**src/rtl/wse_pkg.sv**
```systemverilog
// shared types and constants for the websocket frame encoder
package wse_pkg;

    localparam int LEN_W = 63;
    localparam int KEY_W = 32;

    typedef enum logic [1:0] {
        ERR_OK       = 2'd0,
        ERR_NO_FRAME = 2'd1,
        ERR_ABANDON  = 2'd2
    } t_err;

    typedef enum logic {
        JOB_HDR  = 1'b0,
        JOB_BYTE = 1'b1
    } t_kind;

    typedef enum logic [1:0] {
        EXT_NONE = 2'd0,
        EXT_16   = 2'd1,
        EXT_64   = 2'd2
    } t_ext;

    localparam logic [6:0] LEN_CODE_16  = 7'd126;
    localparam logic [6:0] LEN_CODE_64  = 7'd127;
    localparam logic [6:0] LEN_DIRECT_MAX = 7'd125;
    localparam logic [15:0] LEN_16_MAX  = 16'hffff;

    // one unit of work handed from the front to the back
    typedef struct packed {
        t_kind            kind;
        t_err             err;
        logic             done;
        logic [7:0]       b0;
        logic [7:0]       b1;
        t_ext             ext;
        logic             masked;
        logic [KEY_W-1:0] key;
        logic [LEN_W-1:0] len;
    } t_job;

endpackage

```
**src/rtl/wse_front.sv**
```systemverilog
// front end: takes input items, tracks frame state and builds jobs
module wse_front (
    input  logic                     i_clk,
    input  logic                     i_rst_n,
    input  logic                     i_accept,
    input  logic                     i_func,
    input  logic                     i_fin,
    input  logic [2:0]               i_rsv,
    input  logic [3:0]               i_opcode,
    input  logic                     i_masked,
    input  logic [wse_pkg::LEN_W-1:0] i_payload_length,
    input  logic [wse_pkg::KEY_W-1:0] i_mask_key,
    input  logic [7:0]               i_data_byte,
    output wse_pkg::t_job            o_job
);
    import wse_pkg::*;

    logic             r_open;
    logic [LEN_W-1:0] r_remaining;
    logic [KEY_W-1:0] r_key;
    logic [1:0]       r_kpos;
    logic             r_masking;

    logic             n_open;
    logic [LEN_W-1:0] n_remaining;
    logic [KEY_W-1:0] n_key;
    logic [1:0]       n_kpos;
    logic             n_masking;

    logic             w_direct;
    logic             w_short;
    logic [6:0]       w_code;
    t_ext             w_ext;
    logic [7:0]       w_key_byte;
    logic             w_rem_one;

    always_comb begin
        w_direct   = (i_payload_length[LEN_W-1:7] == '0) &&
                     (i_payload_length[6:0] <= LEN_DIRECT_MAX);
        w_short    = (i_payload_length[LEN_W-1:16] == '0);
        w_key_byte = r_key[{~r_kpos, 3'b000} +: 8];
        w_rem_one  = (r_remaining == {{(LEN_W-1){1'b0}}, 1'b1});
        if (w_direct) begin
            w_code = i_payload_length[6:0];
            w_ext  = EXT_NONE;
        end else if (w_short) begin
            w_code = LEN_CODE_16;
            w_ext  = EXT_16;
        end else begin
            w_code = LEN_CODE_64;
            w_ext  = EXT_64;
        end
    end

    always_comb begin
        n_open      = r_open;
        n_remaining = r_remaining;
        n_key       = r_key;
        n_kpos      = r_kpos;
        n_masking   = r_masking;

        o_job        = '0;
        o_job.kind   = JOB_BYTE;
        o_job.err    = ERR_OK;
        o_job.ext    = EXT_NONE;
        o_job.key    = i_mask_key;
        o_job.len    = i_payload_length;

        if (!i_func) begin
            o_job.kind   = JOB_HDR;
            o_job.err    = r_open ? ERR_ABANDON : ERR_OK;
            o_job.done   = (i_payload_length == '0);
            o_job.b0     = {i_fin, i_rsv, i_opcode};
            o_job.b1     = {i_masked, w_code};
            o_job.ext    = w_ext;
            o_job.masked = i_masked;
            n_key        = i_mask_key;
            n_kpos       = 2'd0;
            n_masking    = i_masked;
            n_remaining  = i_payload_length;
            n_open       = (i_payload_length != '0);
        end else if (!r_open) begin
            // stray payload byte: report and leave state alone
            o_job.err = ERR_NO_FRAME;
            o_job.b0  = 8'd0;
        end else begin
            o_job.b0    = r_masking ? (i_data_byte ^ w_key_byte) : i_data_byte;
            o_job.done  = w_rem_one;
            n_kpos      = r_kpos + 2'd1;
            n_remaining = r_remaining - {{(LEN_W-1){1'b0}}, 1'b1};
            n_open      = !w_rem_one;
        end
    end

    always_ff @(posedge i_clk) begin
        if (!i_rst_n) begin
            r_open      <= 1'b0;
            r_remaining <= '0;
            r_key       <= '0;
            r_kpos      <= 2'd0;
            r_masking   <= 1'b0;
        end else if (i_accept) begin
            r_open      <= n_open;
            r_remaining <= n_remaining;
            r_key       <= n_key;
            r_kpos      <= n_kpos;
            r_masking   <= n_masking;
        end
    end

endmodule

```
**src/rtl/wse_jobq.sv**
```systemverilog
// short job queue between front and back
module wse_jobq #(
    parameter int DEPTH = 4
) (
    input  logic          i_clk,
    input  logic          i_rst_n,
    input  logic          i_wr,
    input  wse_pkg::t_job i_job,
    input  logic          i_rd,
    output wse_pkg::t_job o_job,
    output logic          o_full,
    output logic          o_empty
);
    import wse_pkg::*;

    localparam int AW = (DEPTH > 1) ? $clog2(DEPTH) : 1;
    localparam logic [AW-1:0] LAST_IDX = AW'(DEPTH - 1);
    localparam logic [AW:0]   FULL_CNT = (AW+1)'(DEPTH);

    t_job          r_slot [DEPTH];
    logic [AW-1:0] r_wp;
    logic [AW-1:0] r_rp;
    logic [AW:0]   r_cnt;
    logic          w_wr;
    logic          w_rd;

    assign o_full  = (r_cnt == FULL_CNT);
    assign o_empty = (r_cnt == '0);
    assign w_wr    = i_wr && !o_full;
    assign w_rd    = i_rd && !o_empty;
    assign o_job   = r_slot[r_rp];

    always_ff @(posedge i_clk) begin
        if (w_wr) begin
            r_slot[r_wp] <= i_job;
        end
    end

    always_ff @(posedge i_clk) begin
        if (!i_rst_n) begin
            r_wp  <= '0;
            r_rp  <= '0;
            r_cnt <= '0;
        end else begin
            if (w_wr) begin
                r_wp <= (r_wp == LAST_IDX) ? '0 : r_wp + AW'(1);
            end
            if (w_rd) begin
                r_rp <= (r_rp == LAST_IDX) ? '0 : r_rp + AW'(1);
            end
            case ({w_wr, w_rd})
                2'b10:   r_cnt <= r_cnt + (AW+1)'(1);
                2'b01:   r_cnt <= r_cnt - (AW+1)'(1);
                default: r_cnt <= r_cnt;
            endcase
        end
    end

endmodule

```
**src/rtl/wse_back.sv**
```systemverilog
// back end: serialises jobs into frame bytes behind an output register
module wse_back (
    input  logic          i_clk,
    input  logic          i_rst_n,
    input  wse_pkg::t_job i_job,
    input  logic          i_job_empty,
    output logic          o_job_pop,
    input  logic          i_pop,
    output logic          o_empty,
    output logic [7:0]    o_out_byte,
    output logic          o_run_last,
    output logic          o_frame_done,
    output logic [1:0]    o_error
);
    import wse_pkg::*;

    t_job       r_job;
    logic       r_busy;
    logic [3:0] r_pos;
    logic [3:0] r_last;
    logic       r_out_v;
    logic [7:0] r_byte;
    logic       r_run_last;
    logic       r_done;
    t_err       r_err;

    logic       w_at_last;
    logic       w_adv;
    logic       w_emit;
    logic       w_load;
    logic [3:0] w_ext_n;
    logic [3:0] w_in_ext_n;
    logic [3:0] n_last;
    logic [3:0] w_j;
    logic [3:0] w_k;
    logic [3:0] w_kj;
    logic [63:0] w_len64;
    logic [7:0] w_byte;

    function automatic logic [3:0] ext_count(input t_ext e);
        logic [3:0] c;
        unique case (e)
            EXT_16:  c = 4'd2;
            EXT_64:  c = 4'd8;
            default: c = 4'd0;
        endcase
        return c;
    endfunction

    always_comb begin
        w_at_last  = (r_pos == r_last);
        w_adv      = !r_out_v || i_pop;
        w_emit     = r_busy && w_adv;
        w_load     = (!r_busy || (w_emit && w_at_last)) && !i_job_empty;
        o_job_pop  = w_load;
        w_in_ext_n = ext_count(i_job.ext);
        if (i_job.kind == JOB_HDR) begin
            n_last = 4'd1 + w_in_ext_n + (i_job.masked ? 4'd4 : 4'd0);
        end else begin
            n_last = 4'd0;
        end
    end

    // pick the byte at the current position of a header, or the byte of a payload job
    always_comb begin
        w_ext_n = ext_count(r_job.ext);
        w_len64 = {1'b0, r_job.len};
        w_j     = r_pos - 4'd2;
        w_k     = w_ext_n - 4'd1 - w_j;
        w_kj    = w_j - w_ext_n;
        if (r_job.kind == JOB_BYTE || r_pos == 4'd0) begin
            w_byte = r_job.b0;
        end else if (r_pos == 4'd1) begin
            w_byte = r_job.b1;
        end else if (w_j < w_ext_n) begin
            w_byte = w_len64[{w_k[2:0], 3'b000} +: 8];
        end else begin
            w_byte = r_job.key[{~w_kj[1:0], 3'b000} +: 8];
        end
    end

    always_ff @(posedge i_clk) begin
        if (w_load) begin
            r_job  <= i_job;
            r_last <= n_last;
        end
        if (w_emit) begin
            r_byte     <= w_byte;
            r_run_last <= w_at_last;
            r_done     <= w_at_last && r_job.done;
            r_err      <= r_job.err;
        end
    end

    always_ff @(posedge i_clk) begin
        if (!i_rst_n) begin
            r_busy  <= 1'b0;
            r_pos   <= 4'd0;
            r_out_v <= 1'b0;
        end else begin
            if (w_load) begin
                r_busy <= 1'b1;
                r_pos  <= 4'd0;
            end else if (w_emit) begin
                if (w_at_last) begin
                    r_busy <= 1'b0;
                end else begin
                    r_pos <= r_pos + 4'd1;
                end
            end
            if (w_emit) begin
                r_out_v <= 1'b1;
            end else if (i_pop) begin
                r_out_v <= 1'b0;
            end
        end
    end

    assign o_empty      = !r_out_v;
    assign o_out_byte   = r_byte;
    assign o_run_last   = r_run_last;
    assign o_frame_done = r_done;
    assign o_error      = r_err;

endmodule

```
**src/rtl/websocket_frame_encoder.sv**
```systemverilog
// top level of the websocket client frame encoder
//
// channel  | handshake         | fields
// ---------+-------------------+------------------------------------------------
// input    | push / full       | func fin rsv opcode masked payload_length
//          |                   | mask_key data_byte
// result   | empty / pop       | out_byte run_last frame_done error
//
// a payload item yields one byte; the back end emits one byte per cycle unless pop stalls
// it, so payload streams at one item per cycle, and a header yields 2 to 14 bytes set by
// the byte counter in the back end. first byte passes the queue, job and output registers.
// synchronous active-low reset clears frame state, queue and output register.
// the job queue lets input keep flowing while the result side is stalled, until full.
module websocket_frame_encoder #(
    parameter int QUEUE_DEPTH = 4
) (
    input  logic                      i_clk,
    input  logic                      i_rst_n,
    input  logic                      push,
    output logic                      full,
    input  logic                      i_func,
    input  logic                      i_fin,
    input  logic [2:0]                i_rsv,
    input  logic [3:0]                i_opcode,
    input  logic                      i_masked,
    input  logic [wse_pkg::LEN_W-1:0] i_payload_length,
    input  logic [wse_pkg::KEY_W-1:0] i_mask_key,
    input  logic [7:0]                i_data_byte,
    output logic                      empty,
    input  logic                      pop,
    output logic [7:0]                o_out_byte,
    output logic                      o_run_last,
    output logic                      o_frame_done,
    output logic [1:0]                o_error
);
    import wse_pkg::*;

    t_job w_front_job;
    t_job w_q_job;
    logic w_accept;
    logic w_q_empty;
    logic w_q_pop;

    assign w_accept = push && !full;

    wse_front u_front (
        .i_clk            (i_clk),
        .i_rst_n          (i_rst_n),
        .i_accept         (w_accept),
        .i_func           (i_func),
        .i_fin            (i_fin),
        .i_rsv            (i_rsv),
        .i_opcode         (i_opcode),
        .i_masked         (i_masked),
        .i_payload_length (i_payload_length),
        .i_mask_key       (i_mask_key),
        .i_data_byte      (i_data_byte),
        .o_job            (w_front_job)
    );

    wse_jobq #(
        .DEPTH (QUEUE_DEPTH)
    ) u_jobq (
        .i_clk   (i_clk),
        .i_rst_n (i_rst_n),
        .i_wr    (w_accept),
        .i_job   (w_front_job),
        .i_rd    (w_q_pop),
        .o_job   (w_q_job),
        .o_full  (full),
        .o_empty (w_q_empty)
    );

    wse_back u_back (
        .i_clk        (i_clk),
        .i_rst_n      (i_rst_n),
        .i_job        (w_q_job),
        .i_job_empty  (w_q_empty),
        .o_job_pop    (w_q_pop),
        .i_pop        (pop),
        .o_empty      (empty),
        .o_out_byte   (o_out_byte),
        .o_run_last   (o_run_last),
        .o_frame_done (o_frame_done),
        .o_error      (o_error)
    );

`ifndef SYNTHESIS
    a_done_ends_run: assert property (@(posedge i_clk) disable iff (!i_rst_n)
        (!empty && o_frame_done) |-> o_run_last)
        else $error("frame_done without run_last");

    a_stray_byte: assert property (@(posedge i_clk) disable iff (!i_rst_n)
        (!empty && o_error == ERR_NO_FRAME) |-> (o_run_last && !o_frame_done))
        else $error("stray payload result malformed");

    a_err_code: assert property (@(posedge i_clk) disable iff (!i_rst_n)
        !empty |-> (o_error == ERR_OK || o_error == ERR_NO_FRAME ||
                    o_error == ERR_ABANDON))
        else $error("undefined error code");

    a_empty_after_reset: assert property (@(posedge i_clk)
        (i_rst_n && $past(!i_rst_n)) |-> (empty && !full))
        else $error("queues not empty after reset");
`endif

endmodule
```
**config.mk**
```make
export PLATFORM = sky130hd
export DESIGN_NAME = websocket_frame_encoder
export DESIGN_NICKNAME = d
export VERILOG_FILES = /design/src/rtl/wse_pkg.sv /design/src/rtl/wse_front.sv /design/src/rtl/wse_jobq.sv /design/src/rtl/wse_back.sv /design/src/rtl/websocket_frame_encoder.sv
export SDC_FILE = /design/constraint.sdc
export NUM_CORES = 1
export LEC_CHECK = 0
export BUFFER_PORTS_ARGS = -buffer_cell sky130_fd_sc_hd__buf_4
export CAP_MARGIN = 0
export CORE_MARGIN = 3
export CORE_UTILIZATION = 37
export CTS_BUF_LIST = sky130_fd_sc_hd__clkbuf_2
export DETAILED_ROUTE_END_ITERATION = 16
export PLACE_DENSITY = 0.5
export SYNTH_ARGS = -nofsm -noshare
export SYNTH_HDL_FRONTEND = slang
export SYNTH_SLANG_ARGS = --single-unit
```
**constraint.sdc**
```tcl
create_clock -name i_clk -period 5.8 [get_ports i_clk]
set_input_delay 0.58 -clock i_clk [delete_from_list [all_inputs] [get_ports i_clk]]
set_output_delay 0.58 -clock i_clk [all_outputs]
set_load 0.02 [all_outputs]
```
======== After elaboration in Yosys (flattened, before gate mapping) ========
Memories as Yosys holds them, arrays and structs flattened. A register that Yosys moved wholly into a read port is not among the register bits.
Index checks and enable logic that the tools add are counted.
word-level totals
  bits in registers ....................... 245
  latch bits .............................. 0
  RAM bits ................................ 472
  bits in read-only memories .............. 0
  input port bits ......................... 117
  output and inout bits ................... 14
  logic and storage cells ................. 129
  memories kept ........................... 1
cells by class
  add/sub/neg operators ................... 13
  $mul .................................... 0
  div/mod/pow operators ................... 0
  $lt $le $gt $ge ......................... 2
  eq/ne operators ......................... 13
  shift-type cells ........................ 3
  multiplexer cells ....................... 36
  bitwise gates (word level) .............. 6
  reduce and logical (&&, ||, !) cells .... 31
memories
  name           words  width  read ports  clocked after Yosys merged registers in  write ports  RTL line        text
  u_jobq.r_slot  4      118    1           1                                        1            wse_jobq.sv:20  t_job r_slot [DEPTH];
operators by type and width
  operator                 number
  $mux W63                 2
  $shiftx A32 B6 Y8        2
  $shiftx A64 B7 Y8        1
  $eq A63 B1 Y1 const B    1
  $logic_not A63 Y1        1
  $reduce_bool A63 Y1      1
  $sub A63 B1 Y63 const B  1
  $logic_not A56 Y1        1
  $logic_not A47 Y1        1
  $mux W8                  5
  $mux W11                 2
  $mux W2                  9
  $pmux W4 S2              2
  $mux W1                  13
  $eq A2 B2 Y1 const B     5
  $logic_and A1 B1 Y1      8
  $reduce_and A2 Y1        4
  $reduce_bool A2 Y1       4
  $xor A8 B8 Y8            1
  $le A7 B7 Y1 const B     1
  $mux W7                  1
  $add A2 B1 Y2 const B    3
  $eq A2 B1 Y1 const B     3
  $pmux W3 S2              1
  other kinds (21)         31

======== Logic depth before layout (Yosys ltp) ========
  depth after elaboration ................. 9
  mapped depth ............................ 12
  gate-level depth less buffers ........... 11

======== Hierarchy ========
Synthesis repeated with hierarchy kept, for this count alone.
second synthesis, totals
  cells, all modules ...................... 1892
  area, all modules ....................... 29819.8 um2
modules (own cells, without submodules)
  module                   times used  cells an instance  area an instance (um2)  sequential area each (um2)
  wse_jobq                 1           672                17466.8                 14353.8
  wse_front                1           937                6889.1                  1981.9
  wse_back                 1           282                5450.2                  4113.9
  websocket_frame_encoder  1           1                  13.8                    0.0

======== Worst setup path after synthesis ========
OpenSTA, ideal clock, no wires.
  path type ............................... reg-to-reg
  start point ............................. register u_back.r_pos[0]
  end point ............................... register u_back.r_job[0] (netlist name) (enable)
  library setup time ...................... 0.474 ns
  arrival time ............................ 3.882 ns
  data required time ...................... 5.326 ns
  slack ................................... 1.443 ns
  stages on the path, launching flop included .. 7
  path buffers ............................ 1
  period minus slack after synthesis ...... 4.357 ns
  path through ............................ dfxtp_1 -> clkbuf_1 -> xnor2_1 -> nand4_1 -> o21ai_0 -> nand2b_1 -> inv_1
on the way
  cells in the longest elaborated chain, start to end .. 4
ends and longest elaborated chain
  element                 RTL line         text
  from (decl)             wse_back.sv:19   logic [3:0] r_pos;
  from (signal assigned)  wse_back.sv:108  r_pos <= r_pos + 4'd1;
  $eq A4 B4 Y1            wse_back.sv:51   w_at_last = (r_pos == r_last);
  $logic_and A1 B1 Y1     wse_back.sv:54   w_load = (!r_busy || (w_emit && w_at_last)) && !i_job_empty;
  $logic_or A1 B1 Y1      wse_back.sv:54
  $logic_and A1 B1 Y1     wse_back.sv:54
  net u_back.o_job_pop    wse_back.sv:7    output logic o_job_pop,
  to (signal assigned)    wse_back.sv:84   r_job <= i_job;
  to (decl)               wse_back.sv:17   t_job r_job;
The timed path passes the listed nets, and every way through them passes these cells.
A chain may end at the register's enable or synchronous reset.

======== Final worst setup path ========
  start point ............................. register u_back.r_pos[0]
  end point ............................... register u_back.r_job[42] (netlist name) (enable)
The elaborated chain is that of the path after synthesis.

==> run summary <==
routed wl met2 - 39.04 mm
Power Dens Cells - 420.5 nW/µm²
maximum number of pins on one net before global-route repair - 80
Hold Vio Cnt, Final - 0
DP HPWL - 48.15 mm
final instance area - 34680 µm²
syn_nets - 1886
source of the worst hold timing path - i_payload_length[58]
width of the die - 284.2 µm
placed inst area - 30820 µm²
Post-Route M1 WL - 33.18 mm
NetSw - 0.004830 W
sequential share of power - 49.4%
Total Negative Setup Slacks - 0 ns
cell taking the most area after synthesis - sky130_fd_sc_hd__edfxtp_1
Total Nets Final - 2348
most common cell in the synthesized netlist - sky130_fd_sc_hd__edfxtp_1
portion of total power attributed to combinational logic - 26.7%
distinct cell type count after synthesis - 70
initial standard-cell utilization of the core - 37.51%
routability congestion estimate - 0.7996
number of max-slew violations in the final report - 0
clock slew seen by the registers of the worst setup and hold paths - 0.10 ns
longest individual stage delay on the worst path - 0.65 ns
type of the most critical hold path - input port to flip-flop
most frequent cell on the critical path - sky130_fd_sc_hd__buf_4
Sequential cell area - 20340 µm²
syn avg cell area - 16.33 µm²
CP endpoint kind - flip-flop
global-route wire length before repair - 117.4 mm
Tot GR Track Use - 19.43%
Hold Path Depth - 4
setup slack of the worst register-to-register path - 2.48 ns
multi-input combinational cell area - 7881 µm²
commonest register cell after synthesis - sky130_fd_sc_hd__edfxtp_1
mapped cell area - 28630 µm²
number of filler instances in the final layout - 6971
worst vdd ir - 0.2837 mV
worst clock skew - 0.08406 ns
Via Count - 17870
top fanout value on the critical path - 61
final worst-path cycle share - 57.19%
hold-critical path endpoint - u_front.r_remaining[58]
f_max - 301.5 MHz
worst reg2reg path startpoint - u_back.r_pos[0]
number of antenna violations at the first check in global routing - 4
net switching share of the total power - 33.12%
proportion of layout cells with a drive suffix above 1 - 27.55%
Cells after Synth - 1753
number of buffer cells added on primary ports - 130
Required @ worst endpoint - 6.75 ns
synthesis-to-layout area growth - 21.14%
post-synthesis sequential element count - 715
warning count from the yosys run - 0
vias in the first global route - 18170
Post-synth EDFFs - 601
unrepaired setup endpoints after global routing - false
register area share after synthesis - 71.01%
setup repair bufs after CTS - 0
met3 wirelength from detailed routing - 4.777 mm
final wirelength - 78.73 mm
root cell of the clock tree - sky130_fd_sc_hd__clkbuf_2
Residual DRC - 0
master of the slowest instance on the critical path - sky130_fd_sc_hd__inv_4
Least-Margin Pin Slew - 1.160 ns
outcome - finished, final reports clean
CTS sink count - 715
Setup-failing EPs final - 0
chain of cells forming the critical path - buf_4 > xnor2_1 > nand4_1 > o21ai_0 > nand2b_1 > inv_4 > buf_4
final critical-path required period - 3.317 ns
first-pass iteration count of the detailed router - 5
Initial DRC Count - 1441
logic depth of the worst register-to-register path - 7
Total Power Consumption - 0.01458 W
clk_lat worst skew - 1.36 ns
area share of the largest cell type after synthesis - 63.04%
Leakage Power - 11.83 nW
detailed-route wire length per cell - 23.18 µm
gr ovfl total - 0
number of cells after detailed placement - 2847
destination of the worst register-to-register timing path - u_back.r_job[42]
internal power - 0.009755 W
Finished Layout Cells - 3397
number of nets with antenna violations after routing - 0
max_cap viols - 0
die area - 80750 µm²
relative slew slack - 22.65%
arrival time worst endpoint - 4.27 ns
fraction of registers with async set or reset after synthesis - 0%
Clock Tree Buf Depth - 3
clock buffer count from CTS - 181
Clock H-tree levels - 4
relative contribution of the clock network to total power - 23.9%
Die Height - 284.2 µm
I/O pin count - 131
most used standard cells in the synthesized netlist - sky130_fd_sc_hd__edfxtp_1, sky130_fd_sc_hd__nand2_1, sky130_fd_sc_hd__mux4_2
startpoint types - flip-flop
Vias/cell - 5.261
critical path class - flip-flop to flip-flop
area of the core - 76330 µm²
Row Count - 101
biggest area contributors in the synthesized netlist - sky130_fd_sc_hd__edfxtp_1, sky130_fd_sc_hd__mux4_2, sky130_fd_sc_hd__dfxtp_1
top routing layer in use - met5
CTS tree - yes
-- through the flow --
step	hold slack, ns	setup WS, ns	utilization, %
2_1_floorplan	0.4003	1.443	-
3_3_place_gp	0.4213	2.493	40.37
3_5_place_dp	0.4186	2.373	40.37
4_1_cts	0.005435	2.383	45.42
5_1_grt	0.07589	2.147	45.43
6_report	0.1907	2.483	45.44
-- power groups by stage --
stage | registers [W] | logic [W] | clock network (W)
final | 0.00721 | 0.00389 | 0.00348
after global routing | 0.00730 | 0.00420 | 0.00388
after CTS | 0.00722 | 0.00400 | 0.00362
after detailed placement | 0.00733 | 0.00387 | 0
after global placement | 0.00732 | 0.00385 | 0
after floorplan | 0.00717 | 0.00250 | 0
-- cell usage in the layout, fill, tap and decap left out, types with 16 or more instances in the layout --
cell type	instances
sky130_fd_sc_hd__a21oi_1	101
sky130_fd_sc_hd__nor4_1	33
sky130_fd_sc_hd__clkbuf_2	285
sky130_fd_sc_hd__dlygate4sd3_1	215
sky130_fd_sc_hd__nor2_1	93
sky130_fd_sc_hd__inv_1	22
sky130_fd_sc_hd__a31oi_1	16
sky130_fd_sc_hd__nor3_1	26
sky130_fd_sc_hd__mux4_2	148
sky130_fd_sc_hd__edfxtp_1	601
sky130_fd_sc_hd__o21ai_0	40
sky130_fd_sc_hd__buf_4	156
sky130_fd_sc_hd__nand3_1	30
sky130_fd_sc_hd__or3_1	18
sky130_fd_sc_hd__nand4_1	18
sky130_fd_sc_hd__o22ai_1	17
sky130_fd_sc_hd__dfxtp_1	111
sky130_fd_sc_hd__clkinv_1	26
sky130_fd_sc_hd__nand2_1	150
-- per-layer routing --
metal  GRT usage, %  vias to the layer above
li1               -                     8056
met1          25.42                     9103
met2          31.95                      586
met3          4.571                      123
met4          6.584                        2
met5              0                        -
-- cell type report --
class,count,share of cell area [%]
Antenna cell,4,0.02886
Clock buffer,285,4.113
Clock inverter,46,0.8009
Inverter,25,0.2778
Multi-Input combinational cell,919,22.72
Sequential cell,715,58.64
Tap cell,1030,3.716
Timing Repair Buffer,373,9.697
-- sequential cells by signal, indices dropped and copies added (netlist names), 2 cells and up, named ones only --
| register | count |
|---|---|
| u_back.r_last | 4 |
| u_jobq.r_rp | 2 |
| u_front.r_kpos | 2 |
| u_back.r_job | 117 |
| u_front.r_key | 32 |
| u_front.r_remaining | 63 |
| u_back.o_out_byte | 8 |
| u_jobq.r_wp | 2 |
| u_back.r_pos | 4 |
| u_jobq.r_cnt | 3 |
| u_back.o_error | 2 |
| u_jobq.r_slot | 468 |
-- critical path, delay by kind of cell, from the launching register on --
family / cells / cell delay [ns]
xor+xnor: 1 / 0.19
flops: 1 / 0.32
buf+inv: 3 / 1.73
compound gates: 1 / 0.28
simple gates: 2 / 0.40
-- cell families (layout without fill, tap and decap cells) --
family                   after synthesis  after routing  share of synthesized area (%)
AND/OR/NAND/NOR                      448            448                          7.827
multiplexers                         169            169                          12.40
flip-flops                           715            715                          71.01
AO/OA/AOI/OAI                        267            267                          5.882
XOR/XNOR                              19             19                         0.5812
adder cells (fa/ha/maj)               16             16                         0.7255
buffers and inverters                119            729                          1.573
other                                  0              4                              0
-- timing repair --
action,CTS,global route
hold buffers,215,0
endpoints found under the setup margin,0,0
hold endpoints to repair,695,0
resized for setup,0,0
-- how the worst max path moves through the flow --
| stage | startpoint | endpoint | slack [ns] |
|---|---|---|---|
| after global placement | i_func | u_front.r_remaining[37] | 2.49 |
| after detailed placement | u_back.r_pos[0] | u_back.r_job[2] | 2.37 |
| final | u_back.r_pos[0] | u_back.r_job[42] | 2.48 |
| after global routing | u_back.r_pos[0] | u_back.r_job[41] | 2.15 |
| after floorplan | u_back.r_pos[0] | u_back.r_job[0] | 1.44 |
| after CTS | u_back.r_pos[0] | u_back.r_job[42] | 2.38 |
Note: power is estimated with default switching activity, not from simulation.
